===== src/hdl/prs_pkg.sv =====
// Package of the pump run supervisor: field widths, event, state and reason
// codes, register indexes and the result beat structure. No dependencies.
`default_nettype none

package prs_pkg;

  localparam int unsigned SEC_W   = 16;
  localparam int unsigned MA_W    = 16;
  localparam int unsigned GRACE_W = 8;
  localparam int unsigned CNT_W   = 32;
  localparam int unsigned CFG_IDX_W  = 3;
  localparam int unsigned CFG_DATA_W = 16;

  typedef logic [1:0] mode_t;
  typedef logic [1:0] run_state_t;
  typedef logic [2:0] reason_t;
  typedef logic [CFG_IDX_W-1:0] cfg_idx_t;

  localparam mode_t MODE_TICK  = 2'd0;
  localparam mode_t MODE_START = 2'd1;
  localparam mode_t MODE_STOP  = 2'd2;
  localparam mode_t MODE_RESET = 2'd3;

  localparam run_state_t ST_IDLE  = 2'd0;
  localparam run_state_t ST_RUN   = 2'd1;
  localparam run_state_t ST_BLOCK = 2'd2;

  localparam reason_t RS_NONE     = 3'd0;
  localparam reason_t RS_DURATION = 3'd1;
  localparam reason_t RS_MANUAL   = 3'd2;
  localparam reason_t RS_TANK     = 3'd3;
  localparam reason_t RS_MAXRUN   = 3'd4;
  localparam reason_t RS_OVERCUR  = 3'd5;
  localparam reason_t RS_DRY      = 3'd6;
  localparam reason_t RS_INVALID  = 3'd7;

  localparam cfg_idx_t CFG_DEFAULT_DURATION = 3'd0;
  localparam cfg_idx_t CFG_MAX_RUNTIME      = 3'd1;
  localparam cfg_idx_t CFG_DRY_RUN_MA       = 3'd2;
  localparam cfg_idx_t CFG_OVERCURRENT_MA   = 3'd3;
  localparam cfg_idx_t CFG_DRY_RUN_GRACE    = 3'd4;

  localparam logic [SEC_W-1:0]   RST_DEFAULT_DURATION = 16'd60;
  localparam logic [SEC_W-1:0]   RST_MAX_RUNTIME      = 16'd600;
  localparam logic [MA_W-1:0]    RST_DRY_RUN_MA       = 16'd50;
  localparam logic [MA_W-1:0]    RST_OVERCURRENT_MA   = 16'd3000;
  localparam logic [GRACE_W-1:0] RST_DRY_RUN_GRACE    = 8'd3;

  typedef struct packed {
    logic              pump_on;
    run_state_t        pump_state;
    logic              start_accepted;
    reason_t           stop_reason;
    logic              safety_trip;
    logic              failsafe_active;
    logic [SEC_W-1:0]  last_run_seconds;
    logic [CNT_W-1:0]  cycle_count;
    logic [SEC_W-1:0]  elapsed_seconds;
    logic              mismatch_alert;
    logic [MA_W-1:0]   last_current;
  } result_t;

endpackage

`default_nettype wire


===== src/hdl/prs_in_if.sv =====
// Input event channel of the pump run supervisor: valid, ready and payload.
// Depends on prs_pkg for the field types.
`default_nettype none

interface prs_in_if
  import prs_pkg::*;
();
  logic             valid;
  logic             ready;
  mode_t            mode;
  logic [SEC_W-1:0] duration_request;
  reason_t          stop_cause;
  logic             tank_critical;
  logic [MA_W-1:0]  current_ma;
  logic             current_valid;
  logic             levels_match;

  modport source (output valid, mode, duration_request, stop_cause, tank_critical,
                  current_ma, current_valid, levels_match, input ready);
  modport sink   (input valid, mode, duration_request, stop_cause, tank_critical,
                  current_ma, current_valid, levels_match, output ready);
endinterface

`default_nettype wire


===== src/hdl/prs_out_if.sv =====
// Result channel of the pump run supervisor: valid, ready and payload.
// Depends on prs_pkg for the field types.
`default_nettype none

interface prs_out_if
  import prs_pkg::*;
();
  logic             valid;
  logic             ready;
  logic             pump_on;
  run_state_t       pump_state;
  logic             start_accepted;
  reason_t          stop_reason;
  logic             safety_trip;
  logic             failsafe_active;
  logic [SEC_W-1:0] last_run_seconds;
  logic [CNT_W-1:0] cycle_count;
  logic [SEC_W-1:0] elapsed_seconds;
  logic             mismatch_alert;
  logic [MA_W-1:0]  last_current;

  modport source (output valid, pump_on, pump_state, start_accepted, stop_reason,
                  safety_trip, failsafe_active, last_run_seconds, cycle_count,
                  elapsed_seconds, mismatch_alert, last_current, input ready);
  modport sink   (input valid, pump_on, pump_state, start_accepted, stop_reason,
                  safety_trip, failsafe_active, last_run_seconds, cycle_count,
                  elapsed_seconds, mismatch_alert, last_current, output ready);
endinterface

`default_nettype wire


===== src/hdl/pump_run_supervisor_top.sv =====
// A result beat appears in the cycle after its event beat is accepted.
// One event per cycle unless stalled; the state update and the result register
// are written at the accepting edge, and the result register is the only buffer.
// A new event is taken while the held result is being taken in the same cycle.
// Reset (synchronous, rst_n low) sets idle, clears the latch, counters and
// reason, and loads the configuration registers with their defaults.
`default_nettype none

module pump_run_supervisor_top
  import prs_pkg::*;
(
  input  wire logic                  clk,
  input  wire logic                  rst_n,
  prs_in_if.sink                     in_ch,
  prs_out_if.source                  out_ch,
  input  wire logic                  cfg_we,
  input  wire cfg_idx_t              cfg_index,
  input  wire logic [CFG_DATA_W-1:0] cfg_wdata
);

  logic [SEC_W-1:0]   def_dur_r;
  logic [SEC_W-1:0]   max_run_r;
  logic [MA_W-1:0]    dry_ma_r;
  logic [MA_W-1:0]    oc_ma_r;
  logic [GRACE_W-1:0] grace_r;

  run_state_t        state_r, state_nxt;
  logic              latch_r, latch_nxt;
  logic [SEC_W-1:0]  run_sec_r, run_sec_nxt;
  logic [SEC_W-1:0]  target_r, target_nxt;
  reason_t           reason_r, reason_nxt;
  logic [SEC_W-1:0]  last_dur_r, last_dur_nxt;
  logic [CNT_W-1:0]  runs_r, runs_nxt;
  logic [MA_W-1:0]   sample_r, sample_nxt;

  logic              out_valid_r;
  result_t           res_r, res_nxt;

  logic              accept;
  logic              accepted, trip, alert;
  logic              do_end, blocks;
  reason_t           why;
  logic [SEC_W-1:0]  run_sec_inc;
  logic [SEC_W-1:0]  req_dur;

  assign in_ch.ready = !out_valid_r || out_ch.ready;
  assign accept      = in_ch.valid && in_ch.ready;

  assign run_sec_inc = (run_sec_r == {SEC_W{1'b1}}) ? run_sec_r : run_sec_r + 16'd1;
  assign req_dur     = (in_ch.duration_request != '0) ? in_ch.duration_request : def_dur_r;

  always_comb begin
    state_nxt    = state_r;
    latch_nxt    = latch_r;
    run_sec_nxt  = run_sec_r;
    target_nxt   = target_r;
    reason_nxt   = reason_r;
    last_dur_nxt = last_dur_r;
    runs_nxt     = runs_r;
    sample_nxt   = sample_r;
    accepted     = 1'b0;
    trip         = 1'b0;
    alert        = 1'b0;
    do_end       = 1'b0;
    why          = RS_NONE;

    case (in_ch.mode)
      MODE_TICK: begin
        if (state_r == ST_RUN) begin
          run_sec_nxt = run_sec_inc;
          if (run_sec_inc >= target_r) begin
            do_end = 1'b1;
            why    = RS_DURATION;
          end else if (run_sec_inc >= max_run_r) begin
            do_end = 1'b1;
            why    = RS_MAXRUN;
          end else if (in_ch.tank_critical) begin
            do_end = 1'b1;
            why    = RS_TANK;
          end else begin
            sample_nxt = in_ch.current_ma;
            if (in_ch.current_valid && (in_ch.current_ma < dry_ma_r) &&
                (run_sec_inc > {{(SEC_W-GRACE_W){1'b0}}, grace_r})) begin
              do_end = 1'b1;
              why    = RS_DRY;
              trip   = 1'b1;
            end else if (in_ch.current_valid && (in_ch.current_ma > oc_ma_r)) begin
              do_end = 1'b1;
              why    = RS_OVERCUR;
              trip   = 1'b1;
            end else if (!in_ch.levels_match) begin
              alert = 1'b1;
            end
          end
        end
      end
      MODE_START: begin
        if (!latch_r) begin
          if (in_ch.tank_critical) begin
            state_nxt   = ST_BLOCK;
            latch_nxt   = 1'b1;
            reason_nxt  = RS_TANK;
            run_sec_nxt = '0;
          end else begin
            target_nxt  = (req_dur > max_run_r) ? max_run_r : req_dur;
            run_sec_nxt = '0;
            state_nxt   = ST_RUN;
            runs_nxt    = runs_r + 32'd1;
            accepted    = 1'b1;
          end
        end
      end
      MODE_STOP: begin
        do_end = 1'b1;
        why    = (in_ch.stop_cause == RS_INVALID) ? RS_MANUAL : in_ch.stop_cause;
      end
      MODE_RESET: begin
        latch_nxt = 1'b0;
        if (state_r != ST_RUN) begin
          state_nxt = ST_IDLE;
        end
      end
      default: begin
      end
    endcase

    blocks = (why == RS_TANK) || (why == RS_OVERCUR) || (why == RS_DRY);
    if (do_end) begin
      last_dur_nxt = (state_r == ST_RUN) ? run_sec_nxt : '0;
      reason_nxt   = why;
      state_nxt    = blocks ? ST_BLOCK : ST_IDLE;
      if (blocks) begin
        latch_nxt = 1'b1;
      end
      run_sec_nxt = '0;
    end

    res_nxt.pump_on          = (state_nxt == ST_RUN);
    res_nxt.pump_state       = state_nxt;
    res_nxt.start_accepted   = accepted;
    res_nxt.stop_reason      = reason_nxt;
    res_nxt.safety_trip      = trip;
    res_nxt.failsafe_active  = latch_nxt;
    res_nxt.last_run_seconds = last_dur_nxt;
    res_nxt.cycle_count      = runs_nxt;
    res_nxt.elapsed_seconds  = (state_nxt == ST_RUN) ? run_sec_nxt : '0;
    res_nxt.mismatch_alert   = alert;
    res_nxt.last_current     = sample_nxt;
  end

  always_ff @(posedge clk) begin
    if (!rst_n) begin
      def_dur_r <= RST_DEFAULT_DURATION;
      max_run_r <= RST_MAX_RUNTIME;
      dry_ma_r  <= RST_DRY_RUN_MA;
      oc_ma_r   <= RST_OVERCURRENT_MA;
      grace_r   <= RST_DRY_RUN_GRACE;
    end else if (cfg_we) begin
      case (cfg_index)
        CFG_DEFAULT_DURATION: def_dur_r <= cfg_wdata;
        CFG_MAX_RUNTIME:      max_run_r <= cfg_wdata;
        CFG_DRY_RUN_MA:       dry_ma_r  <= cfg_wdata;
        CFG_OVERCURRENT_MA:   oc_ma_r   <= cfg_wdata;
        CFG_DRY_RUN_GRACE:    grace_r   <= cfg_wdata[GRACE_W-1:0];
        default: begin
        end
      endcase
    end
  end

  always_ff @(posedge clk) begin
    if (!rst_n) begin
      state_r    <= ST_IDLE;
      latch_r    <= 1'b0;
      run_sec_r  <= '0;
      target_r   <= '0;
      reason_r   <= RS_NONE;
      last_dur_r <= '0;
      runs_r     <= '0;
      sample_r   <= '0;
    end else if (accept) begin
      state_r    <= state_nxt;
      latch_r    <= latch_nxt;
      run_sec_r  <= run_sec_nxt;
      target_r   <= target_nxt;
      reason_r   <= reason_nxt;
      last_dur_r <= last_dur_nxt;
      runs_r     <= runs_nxt;
      sample_r   <= sample_nxt;
    end
  end

  always_ff @(posedge clk) begin
    if (!rst_n) begin
      out_valid_r <= 1'b0;
    end else if (accept) begin
      out_valid_r <= 1'b1;
    end else if (out_ch.ready) begin
      out_valid_r <= 1'b0;
    end
  end

  always_ff @(posedge clk) begin
    if (accept) begin
      res_r <= res_nxt;
    end
  end

  assign out_ch.valid            = out_valid_r;
  assign out_ch.pump_on          = res_r.pump_on;
  assign out_ch.pump_state       = res_r.pump_state;
  assign out_ch.start_accepted   = res_r.start_accepted;
  assign out_ch.stop_reason      = res_r.stop_reason;
  assign out_ch.safety_trip      = res_r.safety_trip;
  assign out_ch.failsafe_active  = res_r.failsafe_active;
  assign out_ch.last_run_seconds = res_r.last_run_seconds;
  assign out_ch.cycle_count      = res_r.cycle_count;
  assign out_ch.elapsed_seconds  = res_r.elapsed_seconds;
  assign out_ch.mismatch_alert   = res_r.mismatch_alert;
  assign out_ch.last_current     = res_r.last_current;

endmodule

`default_nettype wire


===== src/flat_wrapper.sv =====
// flat-port wrapper written by rule: the top's interface ports become plain ports
module pump_run_supervisor_top_flat import prs_pkg::*;
  (clk, rst_n, cfg_we, cfg_index, cfg_wdata, in_ch_valid, in_ch_mode, in_ch_duration_request, in_ch_stop_cause, in_ch_tank_critical, in_ch_current_ma, in_ch_current_valid, in_ch_levels_match, in_ch_ready, out_ch_valid, out_ch_pump_on, out_ch_pump_state, out_ch_start_accepted, out_ch_stop_reason, out_ch_safety_trip, out_ch_failsafe_active, out_ch_last_run_seconds, out_ch_cycle_count, out_ch_elapsed_seconds, out_ch_mismatch_alert, out_ch_last_current, out_ch_ready);
  prs_in_if in_ch_i ();
  prs_out_if out_ch_i ();
  input  wire logic clk;
  input  wire logic rst_n;
  input  wire logic cfg_we;
  input  wire cfg_idx_t cfg_index;
  input  wire logic [CFG_DATA_W-1:0] cfg_wdata;
  input wire logic [$bits(in_ch_i.valid)-1:0] in_ch_valid;
  input wire logic [$bits(in_ch_i.mode)-1:0] in_ch_mode;
  input wire logic [$bits(in_ch_i.duration_request)-1:0] in_ch_duration_request;
  input wire logic [$bits(in_ch_i.stop_cause)-1:0] in_ch_stop_cause;
  input wire logic [$bits(in_ch_i.tank_critical)-1:0] in_ch_tank_critical;
  input wire logic [$bits(in_ch_i.current_ma)-1:0] in_ch_current_ma;
  input wire logic [$bits(in_ch_i.current_valid)-1:0] in_ch_current_valid;
  input wire logic [$bits(in_ch_i.levels_match)-1:0] in_ch_levels_match;
  output wire logic [$bits(in_ch_i.ready)-1:0] in_ch_ready;
  output wire logic [$bits(out_ch_i.valid)-1:0] out_ch_valid;
  output wire logic [$bits(out_ch_i.pump_on)-1:0] out_ch_pump_on;
  output wire logic [$bits(out_ch_i.pump_state)-1:0] out_ch_pump_state;
  output wire logic [$bits(out_ch_i.start_accepted)-1:0] out_ch_start_accepted;
  output wire logic [$bits(out_ch_i.stop_reason)-1:0] out_ch_stop_reason;
  output wire logic [$bits(out_ch_i.safety_trip)-1:0] out_ch_safety_trip;
  output wire logic [$bits(out_ch_i.failsafe_active)-1:0] out_ch_failsafe_active;
  output wire logic [$bits(out_ch_i.last_run_seconds)-1:0] out_ch_last_run_seconds;
  output wire logic [$bits(out_ch_i.cycle_count)-1:0] out_ch_cycle_count;
  output wire logic [$bits(out_ch_i.elapsed_seconds)-1:0] out_ch_elapsed_seconds;
  output wire logic [$bits(out_ch_i.mismatch_alert)-1:0] out_ch_mismatch_alert;
  output wire logic [$bits(out_ch_i.last_current)-1:0] out_ch_last_current;
  input wire logic [$bits(out_ch_i.ready)-1:0] out_ch_ready;
  assign in_ch_i.valid = in_ch_valid;
  assign in_ch_i.mode = in_ch_mode;
  assign in_ch_i.duration_request = in_ch_duration_request;
  assign in_ch_i.stop_cause = in_ch_stop_cause;
  assign in_ch_i.tank_critical = in_ch_tank_critical;
  assign in_ch_i.current_ma = in_ch_current_ma;
  assign in_ch_i.current_valid = in_ch_current_valid;
  assign in_ch_i.levels_match = in_ch_levels_match;
  assign in_ch_ready = in_ch_i.ready;
  assign out_ch_valid = out_ch_i.valid;
  assign out_ch_pump_on = out_ch_i.pump_on;
  assign out_ch_pump_state = out_ch_i.pump_state;
  assign out_ch_start_accepted = out_ch_i.start_accepted;
  assign out_ch_stop_reason = out_ch_i.stop_reason;
  assign out_ch_safety_trip = out_ch_i.safety_trip;
  assign out_ch_failsafe_active = out_ch_i.failsafe_active;
  assign out_ch_last_run_seconds = out_ch_i.last_run_seconds;
  assign out_ch_cycle_count = out_ch_i.cycle_count;
  assign out_ch_elapsed_seconds = out_ch_i.elapsed_seconds;
  assign out_ch_mismatch_alert = out_ch_i.mismatch_alert;
  assign out_ch_last_current = out_ch_i.last_current;
  assign out_ch_i.ready = out_ch_ready;
  pump_run_supervisor_top u_core (.clk(clk), .rst_n(rst_n), .in_ch(in_ch_i), .out_ch(out_ch_i), .cfg_we(cfg_we), .cfg_index(cfg_index), .cfg_wdata(cfg_wdata));
endmodule

===== config.mk =====
export PLATFORM = sky130hd
export DESIGN_NAME = pump_run_supervisor_top_flat
export DESIGN_NICKNAME = d
export VERILOG_FILES = /design/src/hdl/prs_pkg.sv /design/src/hdl/prs_in_if.sv /design/src/hdl/prs_out_if.sv /design/src/hdl/pump_run_supervisor_top.sv /design/src/flat_wrapper.sv
export SDC_FILE = /design/constraint.sdc
export NUM_CORES = 1
export LEC_CHECK = 0
export ABC_AREA = 1
export BUFFER_PORTS_ARGS = -buffer_cell sky130_fd_sc_hd__buf_2
export CORE_MARGIN = 8
export CORE_UTILIZATION = 25
export DETAILED_ROUTE_END_ITERATION = 8
export GPL_TIMING_DRIVEN = 1
export HOLD_SLACK_MARGIN = 0.1
export PLACE_DENSITY_LB_ADDON = 0.1
export SLEW_MARGIN = 20
export SYNTH_ARGS = -nofsm -noshare
export SYNTH_HDL_FRONTEND = slang
export SYNTH_SLANG_ARGS = --single-unit

===== constraint.sdc =====
create_clock -name clk -period 8.1 [get_ports clk]
set_input_delay 0.81 -clock clk [delete_from_list [all_inputs] [get_ports clk]]
set_output_delay 0.81 -clock clk [all_outputs]
set_load 0.05 [all_outputs]

==> summary by stage, run 1 <==
Status
The run finished with clean final reports.

Power
Power spread over the standard cell area amounts to 225 nW/um^2. For this design the static power due to leakage is approximately 7.4 nW. The worst supply voltage drop on vdd is 0.101 mV.

Routing
The number of DRC markers in iteration 0 is around 600. The via density per instance is about 4.5. The post-detailed-routing wire length is 43.4 mm.

The first detailed-routing pass took 7 iterations. The wire length per cell after detailed routing is between 15 and 20 um. The number of remaining DRC errors is 0. The count of nets left with antenna violations after detail routing is 0. Across all layers, the routed design uses between 10000 and 15000 vias.

Yosys
The average footprint of a synthesized cell is between 7 and 8 um^2. The share of flip-flops with an asynchronous set or reset after synthesis is 0%. The synthesis-stage register bit count is 265. During synthesis, Yosys emitted a total of 0 warnings.

The part of the Yosys area used for sequential elements is 45.2%. The cell count after synthesis is ~1700. The number of nets in the synthesized netlist is 1899. Counting flops with a built-in enable in the synthesized netlist gives 90. In the synthesized netlist the dominant register cell turns out to be dfxtp_1. The synthesized cell area is 13700 um^2. Counting distinct cell types in the post-synthesis netlist gives 45.

Placed design
The HPWL after detailed placement is 31.9 mm. Routability-driven placement finished with a final weighted congestion of roughly 0.86. In this run the tool buffered the top-level ports with 155 buffer cells.

The placed instance area is 15200 um^2.

Setup path
Together, buffers and inverters on the worst path number 1. The critical path is of the reg -> reg type. In this run the number of cells on the critical path is 19.

STA classifies the critical path startpoint as a register. In this run the worst path has a maximum fanout of 35. The critical path goes through ha_1 -> nand3_2 -> nor3_4 -> nand3_2 -> xor2_1 -> ha_1 -> inv_1 -> a21oi_1 -> o21ai_0 -> nand2_1 -> o211ai_1 -> nand2_1 -> nand3_1 -> nor2_1 -> nand4_4 -> a21oi_4 -> nand2_1 -> nand3_4 -> nor2_1.

The cell family contributing the most delay on the critical path is simple AND/OR/NAND/NOR gates. The largest individual stage delay along the critical path comes from the cell a21oi_4. The worst stage delay on the critical path is 780 ps.

The required time of the worst setup path is 8380 ps. The data arrival time of the critical path is 5230 ps. The nature of the critical path endpoint is a register. The most repeated library cell on the critical path is nand2_1. The worst register-to-register path has a depth of 19.

Timing
In this run the tightest slew margin relative to its limit is 34.8%. Setup repair after global routing left no endpoint under its margin. Timing would allow up to ~200 MHz. The worst path in the final design needs a cycle of 4950 ps, including I/O delays and setup.

At the pin with the least slew margin, the transition time is 976 ps. For the final database, setup skew stands at between 20 and 25 ps. In the final timing run, aggregate negative setup slack is 0 ps.

The final number of setup-violating endpoints is 0. The post-route clock period utilization is 61.1%. The final number of max-transition violations is 0. On the final layout, the worst hold slack is 452 ps. The number of endpoints with negative hold slack in the final report is 0.

Worst hold path
Along the worst hold path, the cell count comes to 2. The path category of the worst min-delay check is reg -> reg.

Flow run
The number of max-capacitance violations reported is 0.

Final layout
The fraction of the core area covered by cells at the end of the flow is 30.0%. The area added between synthesis and finish is 19.4%. 0 antenna diodes ended up in the layout. The number of filler cells placed in the layout is 5877. Once layout is done, the placed cells without fillers occupy ~16000 um^2. The total number of nets in the final design is 2030.

The share of layout cells above drive strength 1 is 13.4%.

CTS
After clock tree synthesis, the clock-pin slew on the worst setup and hold paths is 60 ps. The number of buffers created by CTS is 36. Clock latency on the worst-skew pair, taken at its later pin, is roughly 540 ps. After clock tree synthesis, the setup repair step added 0 buffers. The quantity of gates resized following cts is 0. Hold repair after CTS inserted 0 buffers. The clock drives 265 sinks. The cell sitting at the root of the clock tree is a clkbuf_16.

No sink is reached through more buffers than the 3 on the longest clock path. CTS built an H-tree with a depth of 2. The TritonCTS clock tree is done.

Die
156 I/O pins were placed. The core area is 54700 um^2. The die covers 62700 um^2.

The floorplan step set the die width to roughly 250 um. In this run the vertical extent of the chip is around 250 um. The initial utilization of the core area, before any placement, comes to 25.1%.

The row count is 86.

Global routing
The initial antenna violation count is 0. The number of global-route vias before repair is 11574. The wire length of the first global-routing pass is 68.4 mm. Global routing finished with a remaining overflow of 0. Global routing used between 10% and 20% of the available tracks across all layers. Entering global routing, the biggest net connects 109 pins.
[registers in the layout (all words and copies together), names as in the netlist, 3 cells and up]
register and flops:
u_core.runs_r 32, u_core.grace_r 8, u_core.out_ch.cycle_count 32, u_core.out_ch.last_current 16
u_core.out_ch.last_run_seconds 16, u_core.def_dur_r 16, u_core.sample_r 16, u_core.target_r 16
u_core.run_sec_r 16, u_core.dry_ma_r 16, u_core.reason_r 3, u_core.out_ch.stop_reason 3
u_core.out_ch.elapsed_seconds 16, u_core.oc_ma_r 16, u_core.last_dur_r 16, u_core.max_run_r 16
[cells in the mapped netlist, types with 13 or more instances]
cell type  instances  area (um^2)
a21oi_1          195          976
clkbuf_1          58          218
dfxtp_1          175         3500
edfxtp_1          90         2700
ha_1              89         1110
inv_1            259          972
nand2_1          282         1060
nand3_1           60          300
nand4_1           16          100
nor2_1           165          619
nor2_2            13         81.3
nor3_1            16         80.1
o211ai_1          22          165
o21ai_0          199          996
xor2_1            33          289
[power breakdown]
part           internal (W)  leakage, nW  total, W  switching (W)
combinational      0.000151         4.47  0.000570       0.000419
sequential          0.00146         2.34   0.00151      0.0000445
clock              0.000996        0.588   0.00161       0.000616
[worst paths after layout]
check | start | to | slack [ps]
max | u_core.run_sec_r[0] | u_core.out_ch.elapsed_seconds[4] | 3150
min | u_core.def_dur_r[9] | u_core.def_dur_r[9] | 450
max reg2reg | u_core.run_sec_r[0] | u_core.out_ch.elapsed_seconds[4] | 3150
min reg2reg | u_core.def_dur_r[9] | u_core.def_dur_r[9] | 450
[worst min-delay path: cells and delay by family, from the launching register on]
kind	cells	cell delay, ps
DFF	1	290
buffers and inverters	1	60
AOI/OAI and AO/OA	1	50
[kinds of logic after synthesis]
| group | count (synthesis) | synth area share (%) |
|---|---|---|
| AO/OA/AOI/OAI | 443 | 17.0 |
| adder cells (fa/ha/maj) | 89 | 8.11 |
| AND/OR/NAND/NOR | 575 | 18.0 |
| XOR/XNOR | 36 | 2.30 |
| flip-flops | 265 | 45.2 |
| buffers and inverters | 338 | 9.42 |
[metrics by stage]
step,total power (W),std cells,setup slack (ps)
global placement,0.00211,2543,3290
CTS,0.00377,2608,3100
global route,0.00388,2608,2520
floorplan,0.00194,1746,3250
detailed placement,0.00211,2543,3090
finish,0.00369,2608,3150
[placed cells by master (no fill, tap or decap), drive strengths merged]
master and n:
nor2 181, xnor2 3, a31oi 10, buf 164, clkbuf 56, and3 1, nand3 65, clkinvlp 1
edfxtp 90, nor4 6, inv 265, a31o 1, o21ai 201, clkinv 8, ha 89, nand2 284
a21oi 196, nand3b 1, o21bai 2, nand4 17, o21a 6, xor2 33, o31ai 1, o2111ai 1
dfxtp 175, bufinv 2, nor3 18, or2 1, a211oi 3, or4 1, o211ai 22
[cell type report]
type | instances | area (um^2) | share of cell area, %
Sequential cell | 265 | 6210 | 37.9
Multi-Input combinational cell | 1143 | 6240 | 38.1
Tap cell | 704 | 881 | 5.38
Clock inverter | 9 | 106 | 0.649
Clock buffer | 56 | 1100 | 6.70
Timing Repair Buffer | 164 | 843 | 5.15
Inverter | 267 | 1010 | 6.18
[per-layer routing]
layer / global-route usage, % / vias up / part of all wire, %
met5: 0 / - / 0
met4: 4.06 / 0 / 2.1
met3: 2.77 / 58 / 4.5
met2: 21.9 / 239 / 45
met1: 18.5 / 5403 / 49
li1: - / 6028 / -
Power figures use the tool's default switching activity.
==> run 2: changes to the inputs <==
Settings changed: ABC_AREA 1 to 0.
Clock period 8.1 ns to 5.1 ns, I/O delays scaled along.
==> summary by stage, run 2 <==
Yosys
The post-synthesis cell type count is 70 (was 45). The most common cell in the netlist is nand2_1 (unchanged). The most used flip-flop cell after synthesis is dfxtp_1 (unchanged). The dominant cell type by area after synthesis is dfxtp_1 (unchanged).

The average footprint of a synthesized cell was 9.00 um^2 (was 7.86 um^2). The share of flip-flops with an asynchronous set or reset after synthesis is 0% (unchanged). Most instantiated cells after synthesis: 271 x nand2_1, 175 x dfxtp_1, 145 x a21oi_1, 100 x nor2_1, 90 x edfxtp_1 (was 282 x nand2_1, 259 x inv_1, 199 x o21ai_0, 195 x a21oi_1, 175 x dfxtp_1). The area share of the leading cell type in the synthesized netlist is 25.9% (was 25.5%). The number of nets in the synthesized netlist is 1656 (was 1899).

The cell count after synthesis is 1503 (was 1746). The synthesized cell area was 13500 um^2 (was 13700 um^2). The number of warnings printed during yosys synthesis is 0 (unchanged). The count of flip-flops with a built-in enable after synthesis is 90 (unchanged). Most area-consuming cells after synthesis: dfxtp_1 26%, edfxtp_1 20%, ha_1 8.2% (was dfxtp_1 26%, edfxtp_1 20%, ha_1 8.1%). The synthesis-stage register bit count came to 265 (unchanged). The part of the Yosys area used for sequential elements is 45.9% (was 45.2%).

Placed design
The detailed placement HPWL was 30.6 mm (was 31.9 mm). The total instance count after detailed placement is 2282 (was 2543). The quantity of I/O buffers inserted on ports is 155 (unchanged). The setup slack after placement is 219 ps (was 3090 ps). The placer's final routability congestion estimate is 0.820 (was 0.858).

Final layout
The most common cell after layout, fill and taps aside is nand2_1 (unchanged). The number of diodes is 0 (unchanged). Highest-count cells in the layout ignoring fill and taps: 270 x nand2_1, 175 x dfxtp_1, 155 x buf_2 (was 281 x nand2_1, 258 x inv_1, 199 x o21ai_0).

The share of layout cells above drive strength 1 is 16.7% (was 13.4%). The footprint of the multi-input gates is 6690 um^2 (was 6240 um^2). The area added between synthesis and finish is 18.9% (was 19.4%). The number of cells in the finished layout apart from fillers is 2344 (was 2608). The sequential cell area was 6210 um^2 (unchanged). The number of filler cells placed in the layout is 5658 (was 5877). The total number of nets in the final design is 1777 (was 2030).

CTS
The insertion delay of the later-clocked pin in the worst-skew pair is 540 ps (about the same). The number of clock sinks was 265 (unchanged). The post-CTS setup buffer count is 0 (unchanged). The count of hold-fix buffers inserted at cts was 0 (unchanged). The TritonCTS clock tree is done (unchanged).

The number of buffers created by CTS is 36 (unchanged). The post-CTS clock slew at the launch and capture registers of the worst setup and hold paths is 70 ps (was 60 ps). The number of buffers on the longest clock path came to 3 (unchanged). The count of H-tree levels built during CTS is 2 (unchanged). The root cell of the clock tree is clkbuf_16 (unchanged).

Setup path
The cell family contributing the most delay on the critical path is compound AO/OA/AOI/OAI gates (was simple AND/OR/NAND/NOR gates). The worst setup path category is reg -> reg (unchanged). The total number of cells along the worst setup path came to 18 (was 19). The source of the critical timing path is u_core.run_sec_r[0] (unchanged). The maximum fanout count along the critical path is 47 (was 35). The origin of the critical flop-to-flop path is u_core.run_sec_r[0] (unchanged). The data arrival time of the critical path is 5250 ps (was 5230 ps). The buffers plus inverters on the worst setup path came to 1 (unchanged). The slowest library cell on the worst path is or2_2 (was a21oi_4).

The worst stage delay on the critical path is 400 ps (was 780 ps). Worst path cell trace: ha_1 -> nand3_1 -> nor3_1 -> nand3_1 -> nand4_1 -> or2_2 -> xnor2_1 -> ha_1 -> a21o_1 -> a211oi_1 -> o21ai_0 -> a21boi_1 -> nand2_1 -> o41ai_4 -> buf_12 -> nor2_1 -> a21oi_1 -> o21a_1 (was ha_1 -> nand3_2 -> nor3_4 -> nand3_2 -> xor2_1 -> ha_1 -> inv_1 -> a21oi_1 -> o21ai_0 -> nand2_1 -> o211ai_1 -> nand2_1 -> nand3_1 -> nor2_1 -> nand4_4 -> a21oi_4 -> nand2_1 -> nand3_4 -> nor2_1). The required time of the worst setup path is 5570 ps (was 8380 ps). The logic depth of the worst register-to-register path is 18 (was 19).

The register-to-register path setup slack is 320 ps (was 3150 ps). The endpoint of the worst register-to-register path is u_core.reason_r[0] (was u_core.out_ch.elapsed_seconds[4]). The startpoint type of the worst setup path was a register (unchanged). The nature of the critical path endpoint is a register (unchanged).

The timing endpoint of the critical path is u_core.reason_r[0] (was u_core.out_ch.elapsed_seconds[4]).

Die
The row count is 85 (was 86). The core area is 53700 um^2 (was 54700 um^2). The count of boundary I/O pins is 156 (unchanged). The effective utilization at floorplan was 25.2% (was 25.1%). The die footprint is 61800 um^2 (was 62700 um^2). The floorplan die width is 249 um (was 250 um). The height of the chip is 249 um (was 250 um).

Power
The cell area power density is 324 nW/um^2 (was 225 nW/um^2). The power after layout is 0.00522 W (was 0.00369 W). The worst supply voltage drop on vdd is 0.156 mV (was 0.101 mV). The static power due to leakage is 6.24 nW (was 7.40 nW).

Timing
The final worst hold slack came to 234 ps (was 452 ps). The transition time of the tightest slew-check pin is 880 ps (was 976 ps). The max-slew headroom at the worst pin is 41.3% (was 34.8%). The final number of max-transition violations came to 0 (unchanged). The clock tree skew after final layout is 15.9 ps (was 22.2 ps). RSZ-0062 raised after global routing: false (unchanged).

The sum of negative setup slack is 0 ps (unchanged). The final number of setup-violating endpoints came to 0 (unchanged). The number of endpoints with negative hold slack in the final report is 0 (unchanged). The fmax is 209 MHz (was 202 MHz). The post-route worst setup slack is 325 ps (was 3150 ps).

The minimum period implied by the final worst setup slack is 4780 ps (was 4950 ps). The post-route clock period utilization is 93.6% (was 61.1%).

Routing
The count of nets left with antenna violations after detail routing came to 0 (unchanged). The post-detailed-routing wire length is 42.4 mm (was 43.4 mm). The number of DRC markers in iteration 0 is 656 (was 593). The wire length per cell after detailed routing came to 18.1 um (was 16.6 um). The number of optimization iterations in the first detailed-route pass is 5 (was 7).

The number of remaining DRC errors is 0 (unchanged). The via density per instance is 4.66 (was 4.50). The number of vias after detailed routing is 10916 (was 11728).

Global routing
The largest net degree at the start of global routing is 80 (was 109). The wire length of the first global-routing pass is 65.5 mm (was 68.4 mm). The initial antenna violation count is 0 (unchanged). The global routing usage summed across all routing layers was 13.3% (was 13.7%).

The leftover overflow at the end of global routing is 0 (unchanged). The number of global-route vias before repair is 10883 (was 11574).

Flow run
The number of max-capacitance violations reported was 0 (unchanged).

Worst hold path
The path category of the worst min-delay check is in -> reg (was reg -> reg).

Status
Status: complete, no violations (unchanged).
[run 2: power breakdown]
group / switching (W) / leakage [nW] / internal [W]
Sequential: 0.0000228 / 2.32 / 0.00224
Clock: 0.000954 / 0.553 / 0.00151
Combinational: 0.000375 / 3.37 / 0.000120
Total: 0.00135 / 6.24 / 0.00387
[run 2: worst min-delay path, stage by stage]
cell and delay [ps]:
buf_2 110, inv_1 40, a21oi_1 50
[run 2: cell type report]
class	instances	share of cell area, %
Tap cell	696	5.41
Clock buffer	49	6.16
Timing Repair Buffer	168	5.50
Clock inverter	13	0.863
Inverter	80	1.91
Multi-Input combinational cell	1073	41.6
Sequential cell	265	38.6
[run 2: routing by layer]
layer,track usage (%),share of wire (%)
met5,0,0
met4,3.82,2.0
met3,2.37,4.1
met2,20.7,43
met1,18.7,51
[run 2: cells by family after synthesis]
logic type	Yosys count	share of synthesized area, %
AOI/OAI and AO/OA	328	15.4
xor gates and xnor gates	62	4.01
adders and majority gates	90	8.30
buffers and inverters	165	4.92
DFF	265	45.9
muxes	30	2.49
and+or+nand+nor	563	19.0
[run 2: stage by stage]
step                cell area (um^2)  utilization [%]
global route                   16100             30.0
CTS                            16100             29.9
detailed placement             14900             27.8
floorplan                      13500                -
global placement               14900             27.8
finish                         16100             30.0
[run 2: how the worst min path moves through the flow]
stage	depth (start not counted)	from	end
floorplan	2	u_core.last_dur_r[10]	u_core.last_dur_r[10]
global placement	2	u_core.sample_r[11]	u_core.sample_r[11]
detailed placement	2	u_core.last_dur_r[14]	u_core.last_dur_r[14]
CTS	3	in_ch_valid	u_core.out_ch.valid
global route	2	in_ch_levels_match	u_core.out_ch.mismatch_alert
finish	3	in_ch_valid	u_core.out_ch.valid
[run 2: timing repair]
item | CTS | global route
resized for setup | 0 | 4
endpoints found under the setup margin | 0 | 47
hold endpoints to repair | 0 | 0
